--- src/sv/prl_pkg.sv ---
// Shared widths, constants and types for the point reflection unit.
package prl_pkg;

   localparam int COORD_WIDTH = 32;
   // differences of two coordinates
   localparam int DIFF_W      = COORD_WIDTH + 1;
   // product of two differences
   localparam int PROD_W      = 2 * DIFF_W;
   // squared length and dot product
   localparam int DD_W        = PROD_W + 1;
   // 4 * |dot| * |d|
   localparam int NUM_W       = DD_W + DIFF_W + 2;
   // quotient bits kept (|4*dot*d/dd| <= 4*|v| < 2^(COORD_WIDTH+5))
   localparam int QUO_W       = COORD_WIDTH + 5;
   localparam int REM_W       = DD_W + 1;
   localparam int LO_W        = (DD_W + 1) / 2;
   localparam int HI_W        = DD_W - LO_W;
   // 2*a - p
   localparam int OFS_W       = COORD_WIDTH + 2;
   localparam int RES_W       = QUO_W + 2;

   localparam int QUEUE_DEPTH = 4;
   localparam int QPTR_W      = $clog2(QUEUE_DEPTH);

   localparam logic [RES_W-1:0] RES_MAX =
      {{(RES_W-COORD_WIDTH+1){1'b0}}, {(COORD_WIDTH-1){1'b1}}};
   localparam logic [RES_W-1:0] RES_MIN =
      {{(RES_W-COORD_WIDTH+1){1'b1}}, {(COORD_WIDTH-1){1'b0}}};

   // classified item handed from front to back
   typedef struct packed {
      logic signed [DIFF_W-1:0]      dx;
      logic signed [DIFF_W-1:0]      dy;
      logic signed [DIFF_W-1:0]      vx;
      logic signed [DIFF_W-1:0]      vy;
      logic signed [OFS_W-1:0]       base_x;
      logic signed [OFS_W-1:0]       base_y;
      logic signed [COORD_WIDTH-1:0] px;
      logic signed [COORD_WIDTH-1:0] py;
      logic                          degen;
   } prl_item_type;

   // values that ride along the back pipeline
   typedef struct packed {
      logic                          vld;
      logic                          degen;
      logic                          neg_x;
      logic                          neg_y;
      logic signed [OFS_W-1:0]       base_x;
      logic signed [OFS_W-1:0]       base_y;
      logic signed [COORD_WIDTH-1:0] px;
      logic signed [COORD_WIDTH-1:0] py;
   } prl_side_type;

endpackage

--- src/sv/prl_queue.sv ---
// Short queue of classified items between front and back.
module prl_queue (
   input  logic                  clock,
   input  logic                  reset,
   input  logic                  push,
   input  prl_pkg::prl_item_type push_item,
   output logic                  full,
   input  logic                  pop,
   output logic                  empty,
   output prl_pkg::prl_item_type head
);

   localparam int PW = prl_pkg::QPTR_W;

   prl_pkg::prl_item_type mem_ff [prl_pkg::QUEUE_DEPTH];
   logic [PW-1:0]         wr_ff, wr_in, rd_ff, rd_in;
   logic [PW:0]           cnt_ff, cnt_in;
   logic                  do_push, do_pop;

   assign full    = (cnt_ff == (PW+1)'(prl_pkg::QUEUE_DEPTH));
   assign empty   = (cnt_ff == '0);
   assign do_push = push && !full;
   assign do_pop  = pop && !empty;
   assign head    = mem_ff[rd_ff];

   always_comb begin
      wr_in  = do_push ? wr_ff + 1'b1 : wr_ff;
      rd_in  = do_pop ? rd_ff + 1'b1 : rd_ff;
      cnt_in = cnt_ff + (PW+1)'(do_push) - (PW+1)'(do_pop);
   end

   always_ff @(posedge clock) begin
      if (reset) begin
         wr_ff  <= '0;
         rd_ff  <= '0;
         cnt_ff <= '0;
      end else begin
         wr_ff  <= wr_in;
         rd_ff  <= rd_in;
         cnt_ff <= cnt_in;
      end
   end

   always_ff @(posedge clock) begin
      if (do_push) begin
         mem_ff[wr_ff] <= push_item;
      end
   end

endmodule

--- config.mk ---
export PLATFORM = sky130hd
export DESIGN_NAME = prl_queue
export DESIGN_NICKNAME = d
export VERILOG_FILES = /design/src/sv/prl_pkg.sv /design/src/sv/prl_queue.sv
export SDC_FILE = /design/constraint.sdc
export NUM_CORES = 1
export LEC_CHECK = 0
export BUFFER_PORTS_ARGS = -buffer_cell sky130_fd_sc_hd__buf_2
export CORE_UTILIZATION = 51
export CTS_CLUSTER_DIAMETER = 30
export DETAILED_ROUTE_END_ITERATION = 10
export PLACE_DENSITY_LB_ADDON = 0.25
export SYNTH_ARGS = -nofsm -noshare
export SYNTH_HDL_FRONTEND = slang
export SYNTH_SLANG_ARGS = --single-unit
--- constraint.sdc ---
create_clock -name clock -period 8.5 [get_ports clock]
set_clock_uncertainty 0.2 [all_clocks]
set_input_delay 0.85 -clock clock [delete_from_list [all_inputs] [get_ports clock]]
set_output_delay 0.85 -clock clock [all_outputs]
set_load 0.02 [all_outputs]
==> impl_metrics.toml, run 1 <==
[status]
outcome = "complete, but fails checks"
violations = "slew limit"

[sta]
setup_tns_ps = 0
worstMarginPinSlew_ps = 1510
rsz0062_at_grt = "no"
setup_violations = 0
hold_viol = 0
period_needed_ps = 4490
fmax_ghz = 0.223
maxSlewHeadroom_pct = -0.584
maxSlewViolCount = 19
post-route-period-util_pct = 52.8
setup_slack_ps = 4010

[synth]
synth.yosys.seq_area_share_pct = 82.2
synthMuxAreaShare_pct = 15.3
synth_fa_ha_area_share_pct = 0.244
synth_cell_type_count = 27
synth_compound_area_share_pct = 0.0707
yosysTopAreaCell = "edfxtp_1"
yosysWarnings = 0
netlist_instances = 1435
avgSynthCellArea_um2 = 27.1
synth.net_count = 1711
synth_xor_area_share_pct = 0.0674
synth_simple_gate_area_share_pct = 0.241
synth_area_um2 = 39000
yosysTopAreaCellShare_pct = 81.7
synth_top_family_by_area = "multiplexers"
synth-seq-cells = 1069
netlist_top_cells_area = "edfxtp_1, mux4_2, buf_12"

[pwr]
ir_drop_mv = 0.254
power.leakage_nw = 16.5
p_per_area_nw_per_um2 = 351

[routing]
wl_per_cell_um = 24.2
antenna_left = 0
viasPerCell = 5.46
first_pass_iters = 5
drc_errors = 0
wl_um = 78200
vias = 17677
first_iter_violations = 1067

[clock_tree]
cts-root-buf = "clkbuf_16"
numCtsBuffers = 178
clkLatencyLatePin_ps = 710
clockBufferDepth = 3
cts_num_sinks = 1069
ctsHoldBuffers = 0
cts_resized = 0
post_cts_buffers = 0
cts_tree = "yes"
path_clk_slew_ps = 50
htreeDepth = 4

[setup_path]
cp.arrival_ps = 3440
cp-end-kind = "primary output"
reg2reg_depth = 5
path_class = "register to primary output"
cp_max_fo = 121
required_ps = 7450
critPathLaunchType = "register"

[global_route]
use_met2_pct = 33.9
grt_first_pass_wirelength_um = 118000
grt_pass1_vias = 19106
use_met1_pct = 24.8
overflow = 0
grt_max_degree = 171
globalRouteMet3Util_pct = 7.96
groute.usage.overall_pct = 20.5
antenna_found_initial = 24
busiest_layer = "met2"

[cells_and_area]
fill_cells = 4827
syn2layout_area_growth_pct = 24.9
final_layout_size_suffix_gt1_share_pct = 49.3
multi_input_area_um2 = 6230
seqCellArea_um2 = 32000
nets = 2380

[placement]
gp_congestion = 0.741
io_buffer_count = 535
hpwlAfterDp_um = 43700
preCtsSetupSlack_ps = 4370

[floorplan]
die_y_um = 278
pin_count = 536
die_w_um = 278
core.rowCount = 100
initial_core_util_pct = 52.0
design.core.area_um2 = 74900
die_area_um2 = 77500

[min_path]
hold_class = "primary input to register"
hold-path-cell-count = 1

[job]
drv_cap = 0
[worst paths after layout]
path	from	endpoint	slack, ps
worst max-delay path	register	head[116]	4010
worst min-delay path	push_item[145]	mem_ff[2][145]	120
worst max register to register	cnt_ff[1]	mem_ff[1][15]	4850
worst min register to register	wr_ff[0]	wr_ff[0]	320
[area by class of cell]
type / instances / area share [%]
Inverter: 8 / 0.0617
Clock inverter: 134 / 3.44
Timing Repair Buffer: 549 / 5.90
Sequential cell: 1069 / 65.8
Clock buffer: 202 / 9.49
Tap cell: 969 / 2.49
Antenna cell: 8 / 0.0411
Multi-Input combinational cell: 298 / 12.8
[flip-flops by register name, summed over array words and instances (netlist names), named ones only]
register and flops:
rd_ff 2, wr_ff 2, mem_ff 1060, cnt_ff 3
[routing by layer]
layer | up-vias | share of wire, %
li1 | 7683 | -
met1 | 9128 | 37
met2 | 652 | 51
met3 | 182 | 9.1
met4 | 32 | 2.5
met5 | - | 0.26
[worst max-delay path: stages (launching register included)]
cell and delay (ps):
dfxtp_4 960, buf_12 720, mux4_2 630, buf_2 190
[cell usage in the layout, fill, tap and decap left out, types with 2 or more instances in the layout]
| cell | count |
|---|---|
| clkinv_1 | 21 |
| edfxtp_1 | 1060 |
| buf_2 | 535 |
| bufinv_16 | 25 |
| o21ai_0 | 2 |
| or3_1 | 2 |
| nor2b_1 | 2 |
| clkinv_8 | 3 |
| ha_1 | 6 |
| inv_6 | 13 |
| clkinv_4 | 15 |
| buf_12 | 7 |
| clkinv_2 | 28 |
| and2_4 | 4 |
| a21oi_1 | 2 |
| buf_4 | 7 |
| dfxtp_1 | 7 |
| mux4_2 | 265 |
| nand2b_1 | 2 |
| xnor2_1 | 2 |
| clkinvlp_4 | 20 |
| diode_2 | 8 |
| clkinv_16 | 8 |
| nor2_1 | 4 |
| clkbuf_1 | 20 |
| dfxtp_4 | 2 |
| clkbuf_16 | 181 |
| inv_1 | 8 |
[kinds of logic (layout without fill, tap and decap cells)]
family | Yosys count | count (layout)
buf+inv | 68 | 893
compound gates | 5 | 5
xor+xnor | 3 | 3
fa+ha+maj | 7 | 7
simple gates | 17 | 17
other cells | 0 | 8
flops | 1069 | 1069
mux | 266 | 266
[power breakdown]
part | total [mW] | internal (mW) | leakage [nW] | switching (mW)
registers | 6.52 | 6.35 | 9.78 | 0.174
clock network | 7.26 | 4.72 | 3.00 | 2.54
logic | 3.31 | 1.35 | 3.74 | 1.96
total | 17.1 | 12.4 | 16.5 | 4.67
[synthesized netlist by cell type]
cell type  count
a21oi_1        2
and2_1         4
buf_1          1
buf_12        22
buf_2         26
buf_4          1
buf_6          1
buf_8          6
clkbuf_1       3
dfxtp_1        9
edfxtp_1    1060
fa_1           1
ha_1           6
inv_1          8
mux2i_1        1
mux4_2       265
nand2_1        1
nand2b_1       2
nor2_1         4
nor2b_1        2
nor3_1         1
nor3b_1        1
o21ai_0        2
o31ai_1        1
or3_1          2
xnor2_1        2
xor2_1         1
[per-stage QoR]
step / util [%] / instance area (um2) / power, mW / cells / hold slack (ps)
global route: 64.9 / 48700 / 17.7 / 3233 / 79.0
CTS: 64.9 / 48700 / 17.3 / 3229 / 58.2
floorplan: - / 39000 / 9.17 / 1435 / 259
detailed placement: 56.5 / 42400 / 9.98 / 2893 / 303
global placement: 56.5 / 42400 / 9.94 / 2893 / 259
finish: 64.9 / 48700 / 17.1 / 3237 / 123
Note: power is estimated with default switching activity, not from simulation.
==> inputs of run 2 (changes only) <==
Settings changed: CORE_UTILIZATION 51 to 57.
Clock period 8.5 ns to 4.4 ns, I/O delays scaled along.
==> run 2 against run 1 <==
The flow now finishes without violations. Flip-flop and latch count unchanged. Clock-buffer cell count fell by 20. Via count rose by 12%. Register-to-register slack got worse by 3200 ps. Sequential power is 93% higher. Critical path depth is the same. Routed wire length is 21% higher. Combinational power increased by 110%. Critical path type unchanged. Critical endpoint is now head[187].
==> impl_metrics.toml, run 2 (synthesis gave the netlist of run 1 again) <==
[status]
outcome = "finished, final reports clean"

[clock_tree]
cts-root-buf = "clkbuf_16"
post_cts_buffers = 0
numCtsBuffers = 165
cts_num_sinks = 1069
path_clk_slew_ps = 60
cts_tree = "yes"
clockBufferDepth = 3
htreeDepth = 4
clkLatencyLatePin_ps = 710

[cells_and_area]
layout_common_cells = "edfxtp_1, buf_2, dlygate4sd3_1, mux4_2, clkbuf_16"
final_layout_size_suffix_gt1_share_pct = 44.8
top_register = "mem_ff"
syn2layout_area_growth_pct = 31.3
final_common_cell = "edfxtp_1"
fin_cells = 3403
fill_cells = 3424
fin_area_um2 = 51100
seqCellArea_um2 = 32000
fin_util_pct = 75.9
largest_register_ffs = 1060
multi_input_area_um2 = 6230
reg_top3 = "mem_ff x1060, cnt_ff x3"
nets = 2660

[pwr]
ir_drop_mv = 0.447
power.leakage_nw = 17.6
p_per_area_nw_per_um2 = 644

[floorplan]
die_area_um2 = 69400
initial_core_util_pct = 57.8
core.rowCount = 95
die_y_um = 263
die_w_um = 263
pin_count = 536
design.core.area_um2 = 67400

[routing]
first_pass_iters = 5
first_iter_violations = 1926
antenna_left = 0
wl_per_cell_um = 27.9
wl_um = 94800
drc_errors = 0
vias = 19775
viasPerCell = 5.81

[sta]
setup_violations = 0
maxSlewViolCount = 0
maxSlewHeadroom_pct = 44.1
worstMarginPinSlew_ps = 839
fmax_ghz = 0.283
hold_viol = 0
rsz0062_at_grt = "no"
post-route-period-util_pct = 80.2
period_needed_ps = 3530

[setup_path]
crit_chain = "buf_4 > mux4_2 > buf_2"
critPathLaunchType = "register"
cp-end-kind = "primary output"
cp.arrival_ps = 2890
worst_path_dominant_cell_family = "flip-flops"
path_class = "register to primary output"
critical_path_buf_inv_count = 2
max_stage_delay_ps = 890
cp_slowest_cell = "dfxtp_4"
cp_max_fo = 36
required_ps = 3760

[placement]
placed_area_um2 = 42700
io_buffer_count = 535
hpwlAfterDp_um = 49000
dp.cells = 2821
gp_congestion = 0.776

[global_route]
grt_max_degree = 78
grt_pass1_vias = 21670
grt_first_pass_wirelength_um = 141000
antenna_found_initial = 7
overflow = 0
groute.usage.overall_pct = 28.0

[job]
drv_cap = 0

[min_path]
hold_class = "primary input to register"
## run 2: cell count changes in the layout (fill, tap and decap cells not counted), moves of 4 or more
cell           change
inv_6              +9
bufinv_16          -8
clkinv_1           -8
diode_2            -5
buf_4              +4
clkbuf_1          -10
clkinv_16          -4
dlygate4sd3_1    +269
clkbuf_16         -12
clkinv_2           -9
clkinv_4           +6
inv_8              +7
buf_12            +20
## run 2: area by class of cell
class                      instances  area share, %
antenna                            3         0.0147
timing repair buffer             842           11.7
sequential                      1069           62.6
tap                              873           2.14
multi-input combinational        298           12.2
clock inverter                   128           2.85
clock buffer                     182           8.42
inverter                           8         0.0587
## run 2: per-layer routing
metal	wire, um	share of wire [%]	vias up	global-route usage [%]
li1	-	-	8224	-
met1	33400	35	10334	33.2
met2	50800	54	1030	49.0
met3	7730	8.1	179	7.72
met4	2810	3.0	8	10.0
met5	51	0.054	-	0
## run 2: path summary, 6_finish.rpt
path,start,cells after the start,endpoint,slack (ps)
worst max-delay path,register,3,head[187],870
worst min-delay path,push_item[128],2,mem_ff[2][128],270
worst max register to register,cnt_ff[1],4,mem_ff[2][202],1670
worst min register to register,rd_ff[1],2,register,310
## run 2: timing repair
item,in CTS,in global routing
hold buffers,269,0
endpoints found under the setup margin,0,0
hold endpoints to repair,1069,0
gates resized for setup,0,0
## run 2: stage by stage
stage | TNS [ps] | total power [mW] | hold WS (ps) | setup WS (ps)
after CTS | 0 | 32.9 | 207 | 798
after global placement | 0 | 19.4 | 259 | 1610
after detailed placement | 0 | 19.5 | 289 | 1610
after floorplan | -371080 | 17.6 | 259 | -350
after global routing | 0 | 33.9 | 234 | 677
final | 0 | 33.0 | 269 | 870
## run 2: power by group
part / total [mW] / switching [mW] / internal, mW
registers: 12.6 / 0.381 / 12.2
clock network: 13.3 / 5.06 / 8.24
logic: 7.04 / 4.11 / 2.93
total: 33.0 / 9.55 / 23.4
