--- src/sv/prl_pkg.sv ---
// Shared widths, constants and types for the point reflection unit.
package prl_pkg;

   localparam int COORD_WIDTH = 32;
   // differences of two coordinates
   localparam int DIFF_W      = COORD_WIDTH + 1;
   // product of two differences
   localparam int PROD_W      = 2 * DIFF_W;
   // squared length and dot product
   localparam int DD_W        = PROD_W + 1;
   // 4 * |dot| * |d|
   localparam int NUM_W       = DD_W + DIFF_W + 2;
   // quotient bits kept (|4*dot*d/dd| <= 4*|v| < 2^(COORD_WIDTH+5))
   localparam int QUO_W       = COORD_WIDTH + 5;
   localparam int REM_W       = DD_W + 1;
   localparam int LO_W        = (DD_W + 1) / 2;
   localparam int HI_W        = DD_W - LO_W;
   // 2*a - p
   localparam int OFS_W       = COORD_WIDTH + 2;
   localparam int RES_W       = QUO_W + 2;

   localparam int QUEUE_DEPTH = 4;
   localparam int QPTR_W      = $clog2(QUEUE_DEPTH);

   localparam logic [RES_W-1:0] RES_MAX =
      {{(RES_W-COORD_WIDTH+1){1'b0}}, {(COORD_WIDTH-1){1'b1}}};
   localparam logic [RES_W-1:0] RES_MIN =
      {{(RES_W-COORD_WIDTH+1){1'b1}}, {(COORD_WIDTH-1){1'b0}}};

   // classified item handed from front to back
   typedef struct packed {
      logic signed [DIFF_W-1:0]      dx;
      logic signed [DIFF_W-1:0]      dy;
      logic signed [DIFF_W-1:0]      vx;
      logic signed [DIFF_W-1:0]      vy;
      logic signed [OFS_W-1:0]       base_x;
      logic signed [OFS_W-1:0]       base_y;
      logic signed [COORD_WIDTH-1:0] px;
      logic signed [COORD_WIDTH-1:0] py;
      logic                          degen;
   } prl_item_type;

   // values that ride along the back pipeline
   typedef struct packed {
      logic                          vld;
      logic                          degen;
      logic                          neg_x;
      logic                          neg_y;
      logic signed [OFS_W-1:0]       base_x;
      logic signed [OFS_W-1:0]       base_y;
      logic signed [COORD_WIDTH-1:0] px;
      logic signed [COORD_WIDTH-1:0] py;
   } prl_side_type;

endpackage

--- src/sv/prl_front.sv ---
// Front stage: accepts items, forms differences and flags coinciding line points.
module prl_front (
   input  logic                                     clock,
   input  logic                                     reset,
   input  logic                                     req_push,
   output logic                                     req_full,
   input  logic signed [prl_pkg::COORD_WIDTH-1:0]   req_line_a_x,
   input  logic signed [prl_pkg::COORD_WIDTH-1:0]   req_line_a_y,
   input  logic signed [prl_pkg::COORD_WIDTH-1:0]   req_line_b_x,
   input  logic signed [prl_pkg::COORD_WIDTH-1:0]   req_line_b_y,
   input  logic signed [prl_pkg::COORD_WIDTH-1:0]   req_point_x,
   input  logic signed [prl_pkg::COORD_WIDTH-1:0]   req_point_y,
   input  logic                                     q_full,
   output logic                                     item_vld,
   output prl_pkg::prl_item_type                    item
);

   localparam int CW = prl_pkg::COORD_WIDTH;

   logic                  vld_ff, vld_in;
   prl_pkg::prl_item_type item_ff, item_in;
   logic                  accept;

   assign req_full = vld_ff && q_full;
   assign accept   = req_push && !req_full;
   assign item_vld = vld_ff;
   assign item     = item_ff;

   always_comb begin
      item_in.dx = $signed({req_line_b_x[CW-1], req_line_b_x})
                 - $signed({req_line_a_x[CW-1], req_line_a_x});
      item_in.dy = $signed({req_line_b_y[CW-1], req_line_b_y})
                 - $signed({req_line_a_y[CW-1], req_line_a_y});
      item_in.vx = $signed({req_point_x[CW-1], req_point_x})
                 - $signed({req_line_a_x[CW-1], req_line_a_x});
      item_in.vy = $signed({req_point_y[CW-1], req_point_y})
                 - $signed({req_line_a_y[CW-1], req_line_a_y});
      item_in.base_x = $signed({req_line_a_x[CW-1], req_line_a_x, 1'b0})
                     - $signed({{2{req_point_x[CW-1]}}, req_point_x});
      item_in.base_y = $signed({req_line_a_y[CW-1], req_line_a_y, 1'b0})
                     - $signed({{2{req_point_y[CW-1]}}, req_point_y});
      item_in.px    = req_point_x;
      item_in.py    = req_point_y;
      item_in.degen = (req_line_a_x == req_line_b_x) && (req_line_a_y == req_line_b_y);
   end

   always_comb begin
      if (accept) begin
         vld_in = 1'b1;
      end else if (vld_ff && !q_full) begin
         vld_in = 1'b0;
      end else begin
         vld_in = vld_ff;
      end
   end

   always_ff @(posedge clock) begin
      if (reset) begin
         vld_ff <= 1'b0;
      end else begin
         vld_ff <= vld_in;
      end
   end

   always_ff @(posedge clock) begin
      if (accept) begin
         item_ff <= item_in;
      end
   end

endmodule

--- config.mk ---
export PLATFORM = sky130hd
export DESIGN_NAME = prl_front
export DESIGN_NICKNAME = d
export VERILOG_FILES = /design/src/sv/prl_pkg.sv /design/src/sv/prl_front.sv
export SDC_FILE = /design/constraint.sdc
export NUM_CORES = 1
export LEC_CHECK = 0
export BUFFER_PORTS_ARGS = -buffer_cell sky130_fd_sc_hd__buf_2
export CAP_MARGIN = 20
export CORE_AREA = 2 2 153 230
export DETAILED_ROUTE_END_ITERATION = 12
export DIE_AREA = 0 0 155 232
export PLACE_DENSITY_LB_ADDON = 0.15
export SYNTH_ARGS = -nofsm -noshare
export SYNTH_HDL_FRONTEND = slang
export SYNTH_SLANG_ARGS = --single-unit
--- constraint.sdc ---
create_clock -name clock -period 17.2 [get_ports clock]
set_clock_uncertainty 0.05 [all_clocks]
set_input_delay 3.44 -clock clock [delete_from_list [all_inputs] [get_ports clock]]
set_output_delay 3.44 -clock clock [all_outputs]
set_load 0.05 [all_outputs]
==> results of run 1 <==
[worst reg2reg max path: cells and delay by family, from the launching register on]
kind	cells	cell delay (ns)
DFF	1	0.31
and+or+nand+nor	2	0.32
buffers and inverters	2	1.74
[sequential cells by signal, summed over array words and instances (netlist names)]
register and flops:
item 263, item_vld 1
[path summary, 6_finish.rpt]
check,from,endpoint,slack [ns],depth (start not counted)
max,q_full,req_full,9.71,3
min,item_vld$_SDFFE_PP0P_,item_vld$_SDFFE_PP0P_,0.61,3
max reg2reg,item_vld$_SDFFE_PP0P_,item[156]$_DFFE_PP_,14.38,4
min reg2reg,item_vld$_SDFFE_PP0P_,item_vld$_SDFFE_PP0P_,0.61,3
[logic make-up (layout without fill, tap and decap cells)]
group	count (synthesis)	count (layout)
AOI/OAI and AO/OA	540	540
xor gates and xnor gates	160	160
adders and majority gates	198	198
buffers and inverters	218	702
DFF	264	264
muxes	2	2
other	0	8
and+or+nand+nor	431	431
[per-stage QoR]
| step | total power, W | setup slack (ns) | instances |
|---|---|---|---|
| global route | 0.00231 | 9.67 | 2728 |
| CTS | 0.00223 | 9.71 | 2722 |
| floorplan | 0.00146 | 0.933 | 1813 |
| global placement | 0.00163 | 9.72 | 2674 |
| detailed placement | 0.00164 | 9.71 | 2674 |
| finish | 0.00222 | 9.71 | 2730 |
[power groups by stage]
| stage | Clock, W | Sequential (W) | Combinational [W] |
|---|---|---|---|
| 3_3_place_gp | 0 | 0.000849 | 0.000786 |
| 6_report | 0.000580 | 0.000837 | 0.000801 |
| 2_1_floorplan | 0 | 0.00111 | 0.000347 |
| 5_1_grt | 0.000613 | 0.000842 | 0.000857 |
| 3_5_place_dp | 0 | 0.000849 | 0.000794 |
| 4_1_cts | 0.000591 | 0.000837 | 0.000798 |
[final cells by class]
type / instances / share of cell area (%)
flip-flops and latches: 264 / 35.7
diodes: 8 / 0.0904
clock buffers: 30 / 3.29
repair buffers: 464 / 10.6
well taps: 425 / 2.40
inverters: 190 / 3.22
clock inverters: 18 / 0.616
multi-input cells: 1331 / 44.1
[cells in the final DEF (no fill, tap or decap), types with 72 or more instances in the layout]
master    Yosys  final
o21ai_0      72     72
nor2_1      109    109
a21o_1      121    121
xnor2_1     104    104
edfxtp_1    263    263
ha_1        192    192
buf_2         1    462
a21oi_1     153    153
inv_1       190    190
nand2_1      90     90
[per-layer routing]
layer  up-vias  part of all wire (%)  GRT usage (%)
met1      7407                    37           32.0
li1       7635                     -              -
met5         -                  0.19              0
met3       169                   6.7           5.49
met4        16                   5.6           15.2
met2       616                    50           52.0
==> flow_summary.json, run 1 <==
{
  "cts_setup_buffers": 0,
  "period_needed_ns": 7.49,
  "start_util_pct": 54.5,
  "arrival_ns": 4.00,
  "setup_violations": 0,
  "dieHeight_um": 232,
  "multi_input_area_mm2": 0.00977,
  "power_leakage_nw": 10.4,
  "synth_warnings": 0,
  "synth_cells": 1813,
  "dpl.hpwl_mm": 43.0,
  "crit_chain": "buf_2 -> and2_1 -> buf_2",
  "synth-async-reset-ratio_pct": 0,
  "grt_usage_pct": 28.8,
  "synth_area_leaders": "edfxtp_1 (43%), ha_1 (13%), xnor2_1 (4.9%)",
  "area_growth_syn_to_layout_pct": 19.7,
  "sw_frac_of_total_pct": 38.0,
  "crit_family": "buffers and inverters",
  "synth_edf_count": 263,
  "grt-ovfl-total": 0,
  "avgRoutedWirePerCell_um": 19.6,
  "cts_tree": "yes",
  "avgSynthCellArea_um2": 10.2,
  "num-fill-cells": 2851,
  "synth-simple-area-share_pct": 11.6,
  "fin_crit_sh_pct": 43.6,
  "final-hold-violation-count": 0,
  "dieWidth_um": 155,
  "switchingPower_w": 0.000844,
  "p_seq_share_pct": 37.7,
  "numPortBuffers": 462,
  "netlist.area_leader.share_pct": 42.7,
  "critical-path-slowest-cell": "buf_2",
  "fin_util_pct": 65.2,
  "cp-end-kind": "output pin",
  "slowest_delay_ns": 0.29,
  "required_ns": 13.71,
  "powerDensity_mw_per_mm2": 100,
  "synth_largest_area_cell": "edfxtp_1",
  "rsz0062_at_grt": "false",
  "worstPathMaxFanout": 3,
  "slew_viol_final": 0,
  "synth_seq_cells": 264,
  "drive_gt1_share_pct": 23.9,
  "synth_top_family_by_area": "compound AO/OA/AOI/OAI gates",
  "pwr-share-comb_pct": 36.1,
  "cts_max_level": 1,
  "drtAntennaViolNets": 0,
  "ios": 463,
  "vdd_drop_max_uv": 102,
  "p_clk_share_pct": 26.2,
  "drtIter0Drc": 643,
  "cts_buffers": 28,
  "insertion_delay_ns": 0.56,
  "wirelength_mm": 53.5,
  "vias": 15843,
  "hold_class": "reg2reg",
  "slew_headroom_pct": 32.3,
  "clk_pin_slew_ns": 0.06,
  "synth_seq_area_share_pct": 42.8,
  "cp-start-kind": "input port",
  "antenna_found_initial": 17,
  "place_area_mm2": 0.0213,
  "route.detailed.drc": 0,
  "clock_sinks": 264,
  "die-area_mm2": 0.0360,
  "rows": 83,
  "cts_buffer_depth": 3,
  "whs_ns": 0.615,
  "cts_resized": 0,
  "final_cell_area_mm2": 0.0222,
  "grt_pass1_wl_mm": 81.4,
  "synth_compound_area_share_pct": 19.8,
  "outcome": "complete, no violations",
  "syn_area_mm2": 0.0185,
  "cts_hold_buf": 0,
  "grt_max_degree": 185,
  "fp.coreArea_mm2": 0.0340,
  "worst_pin_slew_ns": 1.02,
  "cts_root_buf": "clkbuf_16",
  "viasPerCell": 5.80,
  "first_global_vias": 15831,
  "yosysMostFrequentCell": "edfxtp_1",
  "dr.pass1.iters": 5,
  "crit_buf_inv": 2,
  "place_congestion": 0.920,
  "cp_common_cell": "buf_2",
  "timing.fmax_ghz": 0.133,
  "internal-power_w": 0.00137,
  "synth_nets": 2207,
  "path_class": "in2out",
  "fin_nets": 2673,
  "synth_adder_area_share_pct": 13.6,
  "synth.area.mux_share_pct": 0.108,
  "ys_types": 79,
  "ff_latch_area_mm2": 0.00792,
  "synth_ff_type": "edfxtp_1",
  "synthTopCellsByCount": "edfxtp_1 (263), ha_1 (192), inv_1 (190)",
  "setup-tns-final_ns": 0,
  "max_cap_viol_count": 0,
  "synth_xor_area_share_pct": 7.57
}
No activity file was read; power rests on OpenSTA's default activity.
==> run 2, diff against run 1 <==
==> constraint.sdc (replaced) <==
create_clock -name clock -period 7.7 [get_ports clock]
set_clock_uncertainty 0.05 [all_clocks]
set_input_delay 1.54 -clock clock [delete_from_list [all_inputs] [get_ports clock]]
set_output_delay 1.54 -clock clock [all_outputs]
set_load 0.05 [all_outputs]
==> flow_summary.json, run 2 (same netlist as run 1, synthesis figures left out) <==
{
  "cts_resized": 0,
  "min_path_cells": 3,
  "cts_setup_buffers": 0,
  "dieHeight_um": 232,
  "period_needed_ns": 4.30,
  "numPortBuffers": 462,
  "dpl.hpwl_mm": 43.2,
  "setup_violations": 0,
  "worstHoldStart": "item_vld$_SDFFE_PP0P_",
  "powerDensity_mw_per_mm2": 229,
  "r2r-end": "item[24]$_DFFE_PP_",
  "setup-tns-final_ns": 0,
  "wirelength_mm": 53.4,
  "route.detailed.drc": 0,
  "dr.pass1.iters": 5,
  "whs_ns": 0.615,
  "rsz0062_at_grt": "false",
  "largest_reg_flops": 263,
  "ios": 463,
  "worstPathMaxFanout": 4,
  "num-fill-cells": 2775,
  "cts_tree": "yes",
  "vias": 15837,
  "grt_usage_pct": 28.6,
  "first_global_vias": 15587,
  "path_class": "in2reg",
  "vdd_drop_max_uv": 213,
  "slew_headroom_pct": 36.8,
  "final-hold-violation-count": 0,
  "grt-ovfl-total": 0,
  "worst_pin_slew_ns": 0.939,
  "insertion_delay_ns": 0.57,
  "cts_buffers": 28,
  "start_util_pct": 54.5,
  "ff_latch_area_mm2": 0.00792,
  "worst_r2r_startpoint": "item_vld$_SDFFE_PP0P_",
  "drtAntennaViolNets": 0,
  "cp-end-kind": "flop",
  "avgRoutedWirePerCell_um": 19.5,
  "drtIter0Drc": 711,
  "layout_commonest_cell": "buf_2",
  "sw_frac_of_total_pct": 37.5,
  "rows": 83,
  "clock_sinks": 264,
  "area_growth_syn_to_layout_pct": 20.5,
  "place_congestion": 0.938,
  "dieWidth_um": 155,
  "outcome": "complete, no violations",
  "slew_viol_final": 0,
  "required_ns": 7.96,
  "layout_common_cells": "buf_2 (462), edfxtp_1 (263), ha_1 (192), inv_1 (190), a21oi_1 (153)",
  "grt_max_degree": 140,
  "switchingPower_w": 0.00192,
  "drive_gt1_share_pct": 24.2,
  "antenna_found_initial": 18,
  "internal-power_w": 0.00320,
  "fp.coreArea_mm2": 0.0340,
  "cts_hold_buf": 0,
  "reg2regPathDepth": 4,
  "max_cap_viol_count": 0,
  "p_seq_share_pct": 36.5,
  "fin_nets": 2674,
  "arrival_ns": 4.56,
  "power_leakage_nw": 10.4,
  "holdPathEnd": "item_vld$_SDFFE_PP0P_",
  "cts_max_level": 1,
  "cts_buffer_depth": 3,
  "cp-start-kind": "input port",
  "timing.fmax_ghz": 0.233,
  "viasPerCell": 5.78,
  "r2r_slack_ns": 5.18,
  "p_clk_share_pct": 28.4,
  "hold_class": "reg2reg",
  "multi_input_area_mm2": 0.00977,
  "cts_root_buf": "clkbuf_16",
  "grt_pass1_wl_mm": 80.1,
  "die-area_mm2": 0.0360,
  "pwr-share-comb_pct": 35.1,
  "clk_pin_slew_ns": 0.07,
  "fin_crit_sh_pct": 55.8
}
==> run 2: area by class of cell <==
cell class	count	area share [%]
Antenna cell	11	0.123
Clock buffer	30	3.18
Clock inverter	22	1.25
Inverter	190	3.20
Multi-Input combinational cell	1331	43.8
Sequential cell	264	35.5
Tap cell	425	2.39
Timing Repair Buffer	465	10.5
==> run 2: critical path, cell delays in order <==
cell and delay (ns):
buf_2 0.11, inv_1 0.09, fa_1 0.42, a21o_1 0.20, a21oi_1 0.28, o21ai_0 0.16
a21oi_1 0.54, nor4b_2 0.17, o311ai_2 0.46, nor2_1 0.16, o41ai_2 0.33, xnor2_1 0.09
==> run 2: worst max-delay path by stage <==
stage,startpoint,endpoint,slack (ns),cells after the start
floorplan,q_full,item[0]$_DFFE_PP_,1.35,2
global placement,req_point_x[0],item[129]$_DFFE_PP_,2.99,12
detailed placement,req_point_x[1],item[129]$_DFFE_PP_,2.95,12
CTS,req_point_x[1],item[129]$_DFFE_PP_,3.53,12
global route,req_point_x[1],item[129]$_DFFE_PP_,3.34,12
finish,req_point_x[1],item[129]$_DFFE_PP_,3.40,12
==> run 2: per-stage QoR <==
stage               power [W]  worst slack (ns)  instances  area (um2)  util, %
finish                0.00511              3.40       2738       22300     65.6
floorplan             0.00323              1.35       1813       18500        -
detailed placement    0.00367              2.95       2675       21300     62.7
global placement      0.00365              2.99       2675       21300     62.7
global route          0.00533              3.34       2734       22300     65.6
CTS                   0.00513              3.53       2727       22300     65.6
==> run 2: power by group through the flow <==
stage | sequential (W) | clock, W | combinational, W
floorplan | 0.00245 | 0 | 0.000776
global placement | 0.00189 | 0 | 0.00176
detailed placement | 0.00189 | 0 | 0.00178
CTS | 0.00187 | 0.00148 | 0.00179
global route | 0.00188 | 0.00153 | 0.00192
finish | 0.00186 | 0.00145 | 0.00180
==> run 2: layer usage <==
metal,vias up,routed length (um),part of all wire (%),GRT usage (%)
met5,-,100,0.19,0
met4,16,2670,5.0,14.4
met3,164,3900,7.3,5.02
met2,629,27200,51,52.2
met1,7388,19500,37,31.8
li1,7640,-,-,-
==> run 3, diff against run 2 <==
==> constraint.sdc (replaced) <==
create_clock -name clock -period 4.4 [get_ports clock]
set_clock_uncertainty 0.05 [all_clocks]
set_input_delay 0.88 -clock clock [delete_from_list [all_inputs] [get_ports clock]]
set_output_delay 0.88 -clock clock [all_outputs]
set_load 0.05 [all_outputs]
==> flow_summary.json, run 3 (same netlist as run 1, synthesis figures left out) <==
{
  "vdd_drop_max_uv": 341,
  "max_cap_viol_count": 0,
  "grt_pass1_wl_mm": 83.0,
  "grt-ovfl-total": 0,
  "dieWidth_um": 155,
  "cts_max_level": 1,
  "use_met3_pct": 4.50,
  "largest_reg_flops": 263,
  "rsz0062_at_grt": "false",
  "instances_no_fill": 2739,
  "antenna_found_initial": 10,
  "crit_chain": "buf_2 -> inv_1 -> ha_1 -> fa_1 -> nor2b_1 -> o21ai_0 -> a21boi_0 -> o21a_1 -> o211ai_1 -> a41o_1 -> o21ai_0 -> a21boi_0 -> xnor2_1",
  "cts_hold_buf": 0,
  "clk_pin_slew_ns": 0.06,
  "worst_slack_ns": 0.928,
  "numPortBuffers": 462,
  "avgRoutedWirePerCell_um": 20.0,
  "cts_buffer_depth": 3,
  "reg2regPathDepth": 3,
  "area_growth_syn_to_layout_pct": 20.5,
  "cp_num_cells": 13,
  "drtIter0Drc": 782,
  "min_path_cells": 2,
  "start_util_pct": 54.5,
  "dpl.hpwl_mm": 45.0,
  "layout_common_cells": "buf_2 (462), edfxtp_1 (263), ha_1 (192), inv_1 (190), a21oi_1 (153)",
  "slew_viol_final": 0,
  "crit_buf_inv": 2,
  "critical-path-slowest-cell": "o21ai_0",
  "powerDensity_mw_per_mm2": 399,
  "fin_crit_sh_pct": 78.9,
  "place_ws_ns": 0.398,
  "layout_commonest_cell": "buf_2",
  "fp.coreArea_mm2": 0.0340,
  "cts_tree": "yes",
  "place_congestion": 0.943,
  "worst_pin_slew_ns": 0.923,
  "timing.fmax_ghz": 0.288,
  "power_leakage_nw": 10.5,
  "period_needed_ns": 3.47,
  "path_class": "in2reg",
  "required_ns": 4.66,
  "viasPerCell": 5.77,
  "outcome": "complete, no violations",
  "cts_root_buf": "clkbuf_16",
  "dieHeight_um": 232,
  "grt_use_met2_pct": 53.8,
  "hold_class": "in2reg",
  "top_usage_layer": "met2",
  "die-area_mm2": 0.0360,
  "final-hold-violation-count": 0,
  "setup_violations": 0,
  "p_total_w": 0.00889,
  "cts_buffers": 28,
  "first_global_vias": 15984,
  "drtAntennaViolNets": 0,
  "fin_nets": 2677,
  "ios": 463,
  "cp-start-kind": "input port",
  "cts_setup_buffers": 0,
  "vias": 15810,
  "worstPathMaxFanout": 4,
  "slowest_delay_ns": 0.51,
  "rows": 83,
  "num-fill-cells": 2815,
  "slew_headroom_pct": 36.9,
  "dpl.cell_count": 2678,
  "grt_max_degree": 105,
  "cts_resized": 0,
  "clock_sinks": 264,
  "cp-end-kind": "flop",
  "drive_gt1_share_pct": 24.3,
  "route.detailed.drc": 0,
  "grt_usage_pct": 29.6,
  "dr.pass1.iters": 5,
  "arrival_ns": 3.73,
  "insertion_delay_ns": 0.57,
  "wirelength_mm": 54.7,
  "crit_family": "compound AO/OA/AOI/OAI gates",
  "grtUsageMet1_pct": 34.0
}
==> run 3: cell types whose count changed in the layout (fill, tap and decap cells not counted) <==
cell,change
clkinv_2,+5
diode_2,-2
clkbuf_1,+1
clkinvlp_4,-4
buf_12,+2
and2_1,-1
clkinv_8,+1
clkinv_4,-2
bufinv_16,-1
and2_4,+1
buf_4,+1
==> run 3: worst paths after layout <==
| check | slack [ns] | end | from |
|---|---|---|---|
| worst max register to register | 2.44 | item[95]$_DFFE_PP_ | item_vld$_SDFFE_PP0P_ |
| worst min register to register | 0.59 | item_vld$_SDFFE_PP0P_ | item_vld$_SDFFE_PP0P_ |
| worst max-delay path | 0.93 | item[157]$_DFFE_PP_ | req_point_y[0] |
| worst min-delay path | 0.41 | item_vld$_SDFFE_PP0P_ | reset |
==> run 3: layout make-up <==
class	count	area (um2)	share of cell area [%]
timing repair buffer	468	2390	10.7
clock buffer	31	712	3.19
multi-input combinational	1331	9770	43.8
sequential	264	7920	35.5
inverter	190	713	3.20
tap	425	532	2.38
antenna	9	22.5	0.101
clock inverter	21	243	1.09
==> run 3: where the power goes <==
group,switching [W],internal [W]
Combinational,0.00221,0.000951
Sequential,0.0000987,0.00317
Clock,0.00104,0.00142
==> run 3: worst reg2reg max path: stages, from the launching register on <==
cell,delay [ns]
dfxtp_1,0.31
and2_4,0.15
nor2b_4,0.46
buf_12,0.44
==> run 3: per-layer routing <==
layer	share of wire (%)	vias up	routed length, um
met5	0.038	-	21
met4	4.8	4	2610
met3	6.4	126	3520
met2	51	610	27800
met1	38	7416	20800
li1	-	7654	-
==> run 3: metrics by stage <==
step	hold WS [ns]	TNS (ns)	instance area, um2	util [%]
finish	0.410	0	22300	65.7
global route	0.422	0	22300	65.7
CTS	0.384	0	22300	65.6
detailed placement	0.577	0	21300	62.8
global placement	0.543	0	21300	62.8
floorplan	0.872	-288.01	18500	-
